[config.mk]
export PLATFORM = sky130hd
export DESIGN_NAME = ppn2d_fade
export DESIGN_NICKNAME = d
export VERILOG_FILES = /design/src/rtl/ppn2d_fade.sv
export SDC_FILE = /design/constraint.sdc
export NUM_CORES = 2
export LEC_CHECK = 0
export ABC_AREA = 1
export BUFFER_PORTS_ARGS = -buffer_cell sky130_fd_sc_hd__buf_2
export CORE_MARGIN = 10
export CORE_UTILIZATION = 65
export CTS_CLUSTER_DIAMETER = 200
export CTS_CLUSTER_SIZE = 24
export DETAILED_ROUTE_END_ITERATION = 7
export PLACE_DENSITY = 0.81
export SLEW_MARGIN = 20
export SYNTH_ARGS = -nofsm -noshare
export SYNTH_HDL_FRONTEND = slang
export SYNTH_SLANG_ARGS = --single-unit
[constraint.sdc]
create_clock -name clk_i -period 7.3 [get_ports clk_i]
set_input_delay 0.73 -clock clk_i [delete_from_list [all_inputs] [get_ports clk_i]]
set_output_delay 0.73 -clock clk_i [all_outputs]
set_load 0.05 [all_outputs]
[src/rtl/ppn2d_fade.sv]
// Five-stage pipelined quintic fade curve 6t^5 - 15t^4 + 10t^3 in Horner form.
`default_nettype none

module ppn2d_fade #(
  parameter int unsigned FracBits = 16
) (
  input  wire logic                  clk_i,
  input  wire logic                  en_i,
  input  wire logic [FracBits-1:0]   frac_i,
  output logic signed [FracBits+4:0] fade_o
);

  localparam int unsigned Width = FracBits + 5;
  localparam int unsigned ProdW = Width + FracBits + 1;

  localparam logic signed [Width-1:0] Fifteen = Width'(15) << FracBits;
  localparam logic signed [Width-1:0] Ten     = Width'(10) << FracBits;

  // The fraction travels beside each partial result.
  logic [FracBits-1:0]     frac_q [4];
  logic signed [Width-1:0] a_q, b_q, c_q, d_q, fade_q;
  logic signed [Width-1:0] frac_ext, a_d;
  logic signed [ProdW-1:0] prod_b, prod_c, prod_d, prod_f;

  assign frac_ext = $signed({5'b0, frac_i});
  assign a_d      = (frac_ext <<< 2) + (frac_ext <<< 1) - Fifteen;

  assign prod_b = $signed({1'b0, frac_q[0]}) * a_q;
  assign prod_c = $signed({1'b0, frac_q[1]}) * b_q;
  assign prod_d = $signed({1'b0, frac_q[2]}) * c_q;
  assign prod_f = $signed({1'b0, frac_q[3]}) * d_q;

  always_ff @(posedge clk_i) begin
    if (en_i) begin
      frac_q[0] <= frac_i;
      frac_q[1] <= frac_q[0];
      frac_q[2] <= frac_q[1];
      frac_q[3] <= frac_q[2];
      a_q       <= a_d;
      b_q       <= Width'(prod_b >>> FracBits) + Ten;
      c_q       <= Width'(prod_c >>> FracBits);
      d_q       <= Width'(prod_d >>> FracBits);
      fade_q    <= Width'(prod_f >>> FracBits);
    end
  end

  assign fade_o = fade_q;

endmodule

`default_nettype wire

### Yosys cells after proc, flatten, opt, wreduce, memory -nomap -nowiden

Memories as Yosys holds them, arrays and structs flattened.
Index checks and enable logic that the tools add are counted.

* register bits after elaboration: 105
* bits in writable memories: 64
* bits of input ports: 18
* output and inout bits: 21
* logic and storage cells: 15
* memories kept: 1

* $add $sub $neg: 3
* $mul: 4
* mux-type cells: 2

Memories
* frac_q: depth 4, bits a word 16, read ports 4, clocked after Yosys merged registers in 0, write ports 4, RTL line 20 `logic [FracBits-1:0] frac_q [4];`

Operators by type and width (count)
* $mul 17x21->37: 4
* $add 21x21->21 const B: 1
* $sub 19x20->21 const B: 1
* $add 18x17->19: 1
* $mux 1: 2

### Longest topological paths before layout

An unclocked memory read counts as a cell.

* depth in word-level cells: 3
* depth in mapped cells: 31

### Worst setup path after synthesis

OpenSTA, ideal clock, no wires.

* path kind: reg2reg
* start: memory frac_q[0][8]
* end: register b_q[19] (data pin)
* data arrival time: 5.734 ns
* path slack: 1.308 ns
* cell stages (with the launch flop): 27
* buffers on the path: 2
* cells stage by stage: edfxtp_1 -> clkbuf_1 -> clkbuf_1 -> nand2_1 -> fa_1 -> inv_1 -> fa_1 -> inv_1 -> fa_1 -> inv_1 -> fa_1 -> fa_1 -> inv_1 -> fa_1 -> inv_1 -> ha_1 -> nand2_2 -> nor4_1 -> nand2_1 -> nand2_2 -> nand2_2 -> nand2_1 -> nand2_1 -> nand2_1 -> inv_1 -> ha_1 -> xor2_2

RTL lines
* start: declaration: RTL line 20
* end signal: assignment: RTL line 40 `b_q <= Width'(prod_b >>> FracBits) + Ten;`
* end: declaration: RTL line 21 `logic signed [Width-1:0] a_q, b_q, c_q, d_q, fade_q;`

==> metrics.md <==
| Metric | Value |
|---|---|
| Worst-path clk slew | 0.08 ns |
| Critical Path Fanout Max | 13 |
| Worst Path Required | between 7 and 8 ns |
| Area leader, netlist | fa_1 |
| # Post-CTS Setup Buffers | 0 |
| Slew Viols, Final | 0 |
| Top cell by count, worst path | fa_1 |
| Row count | ~110 |
| YS warnings | 0 |
| Min Tclk post-route | between 6 and 7 ns |
| Pin count of the biggest net entering global routing | 88 |
| # DRC | 0 |
| Gpl congestion | roughly 0.97 |
| Worst-Margin Slew | between 1 and 1.5 ns |
| Mapped Area | ~0.056 mm^2 |
| Worst setup startpoint | frac_q[1][2]$_DFFE_PP_ |
| Via count | 42260 |
| Die Area | around 0.098 mm^2 |
| Post-CTS Hold Buffers | 0 |
| Dpl hpwl | between 100 and 150 mm |
| Ratio of cells with drive above 1 in the final layout | 2.808% |
| Max_cap viols | 0 |
| Setup_tns | 0 ns |
| Worst Hold Margin | approximately 0.4 ns |
| TritonCTS clock tree | yes |
| Placed inst area | about 0.057 mm^2 |
| Vias in the first global route | 46790 |
| Sequential share of the synthesized area | under 10% |
| IO Count | 39 |
| Post-synth ARST share | 0% |
| Final net count | 8351 |
| Unique masters post-synth | 40 |
| Slew HR | between 30% and 40% |
| Hold crit path type | input port to flop |
| Per-cell routed wire length | around 18 um |
| Post_cts resized | 0 |
| Final setup fails | 0 |
| Part of the cycle the worst path needs | between 90% and 100% |
| Deepest clock path buffer count | 2 |
| CP Cell Sequence | nand2_1, inv_1, fa_1, fa_1, inv_1, fa_1, fa_1, fa_1, fa_1, inv_1, ha_1, a21oi_1, nor2_1, nor2_1, o21ai_0, a21oi_1, nand2_1, nand2_1, nand2_1 |
| Clock root cell | clkbuf_16 |
| Fmax | approximately 0.15 GHz |
| First-pass GRT wire length | 238.5 mm |
| Initial core utilization | between 60% and 70% |
| Gr ovfl total | 0 |
| Top FF cell, synth | edfxtp_1 |
| Clock sink total | around 170 |
| Syn avg cell area | just over 8 um^2 |
| Drt pass-1 iters | 6 |
| Clk Latency, worst-skew pair | ~0.53 ns |
| Hold Fails Final Rpt | 0 |
| EDFF count, synth | 165 |
| Critical path arrival | between 7 and 8 ns |
| Min-delay src | frac_i[15] |
| Synth top area cells | fa_1 (46%), inv_1 (14%), nand2_1 (12%) |
| Status | finished clean |
| CTS HTree Levels | 4 |
| Clock skew | 0.02154 ns |
| CP endpoint kind | flop |
| Crit path largest cell delay | 0.90 ns |
| Final instance area | about 0.058 mm^2 |
| # fillers | around 6800 |
| Routed vias/inst | around 5.4 |
| Family with the most delay on the worst path | adder cells |
| Worst setup margin | roughly 0.53 ns |
| Crit path buf inv count | 3 |
| CTS buffer count | 17 |
| Chip height | ~310 um |
| Critical setup path kind | flop to flop |
| Core area | 0.08515 mm^2 |
| P&R area growth vs syn | 3.238% |
| Synth top area share | 46.09% |
| Die Width | roughly 310 um |
| RSZ-0062 raised after global routing | false |
| I/O Buffers | 38 |
| Placement-stage worst setup slack | between 0.6 and 0.7 ns |
| Total Wirelength | 141.3 mm |
| Post-route ant nets | 0 |
| Number of synthesized register bits | 165 |
| Net Count, Synth | around 8500 |
| DR iter-0 viols | 3913 |
| CP Launch Type | flop |
| Mapped Cells | slightly below 7000 |
| Worst R2R Start | frac_q[1][2]$_DFFE_PP_ |
| GRT Total Usage | 30.61% |
| Initial antenna violation count | 5 |
| Slowest cell on crit path | fa_1 |
synthesized netlist by cell type (12+ instances only):
cell type and number:
inv_1 2148, nand2_1 1734, fa_1 1283, ha_1 403, clkbuf_1 282, nor2_1 171
a21oi_1 166, edfxtp_1 165, nand3_1 80, xor2_1 71, o21ai_0 57, xnor2_1 47
nor3_1 22, a21o_1 21, nand2_2 17, o21ai_1 16, a31oi_1 15, o21a_1 15
nand4_1 12
layout by cell type, fill, tap and decap left out, drive strengths merged, types with 2 or more instances in the layout:
cell,instances
inv,2163
o2111ai,2
nand4,12
a31oi,15
clkbuf,18
and3,7
edfxtp,165
nor3,23
bufinv,3
nor4,14
nor2,175
nand3,81
xor2,72
clkinv,3
a21boi,6
ha,403
o21a,15
buf,120
nand2,1751
a21o,21
o21bai,11
fa,1283
o221ai,4
o21ai,74
xnor2,47
a21oi,166
stage by stage:
| step | utilization, % | instances |
|---|---|---|
| 3_5_place_dp | 66.83 | 7772 |
| 6_report | 67.56 | 7805 |
| 5_1_grt | 67.56 | 7804 |
| 3_3_place_gp | 66.83 | 7772 |
| 2_1_floorplan | - | 6790 |
| 4_1_cts | 67.56 | 7804 |
metal layers:
metal	wire [um]	vias up	global-route usage, %
met1	54630	20890	40.26
met3	14850	460	6.561
met2	65610	2085	49.30
met5	23	-	0
met4	6156	4	12.50
li1	-	18820	-
registers in the layout (all words and copies together) (netlist names):
signal and cells:
a_q 18, b_q 21, c_q 21, d_q 21, fade_o 21, frac_q 63
area by class of cell:
type	instances	area, um^2	area share, %
multi-input combinational	4188	41620	72.35
clock inverter	14	187.7	0.3263
timing repair buffer	120	812.0	1.412
sequential	165	4955	8.613
tap	1144	1431	2.488
inverter	2155	8089	14.06
clock buffer	18	429.2	0.7460
antenna	1	2.502	0.004350
cell families (layout without fill, tap and decap cells):
group / Yosys count / after routing / synth area share, %
buffers and inverters: 2437 / 2307 / 16.42
and+or+nand+nor: 2065 / 2065 / 14.47
adders and majority gates: 1686 / 1686 / 55.14
AOI/OAI and AO/OA: 318 / 318 / 3.195
DFF: 165 / 165 / 8.892
xor gates and xnor gates: 119 / 119 / 1.884
other: 0 / 1 / 0
worst paths after layout:
path                                                end  slack [ns]  cells after the start
worst max-delay path                  c_q[16]$_DFFE_PP_        0.53                     19
worst min-delay path            frac_q[0][15]$_DFFE_PP_        0.39                      1
worst max register to register        c_q[16]$_DFFE_PP_        0.53                     19
worst min register to register   frac_q[3][5]$_DFFE_PP_        0.74                      1
Power is left out: the tool's default activity adds up to more than one toggle a clock period on the data nets, which glitch-free logic cannot reach.
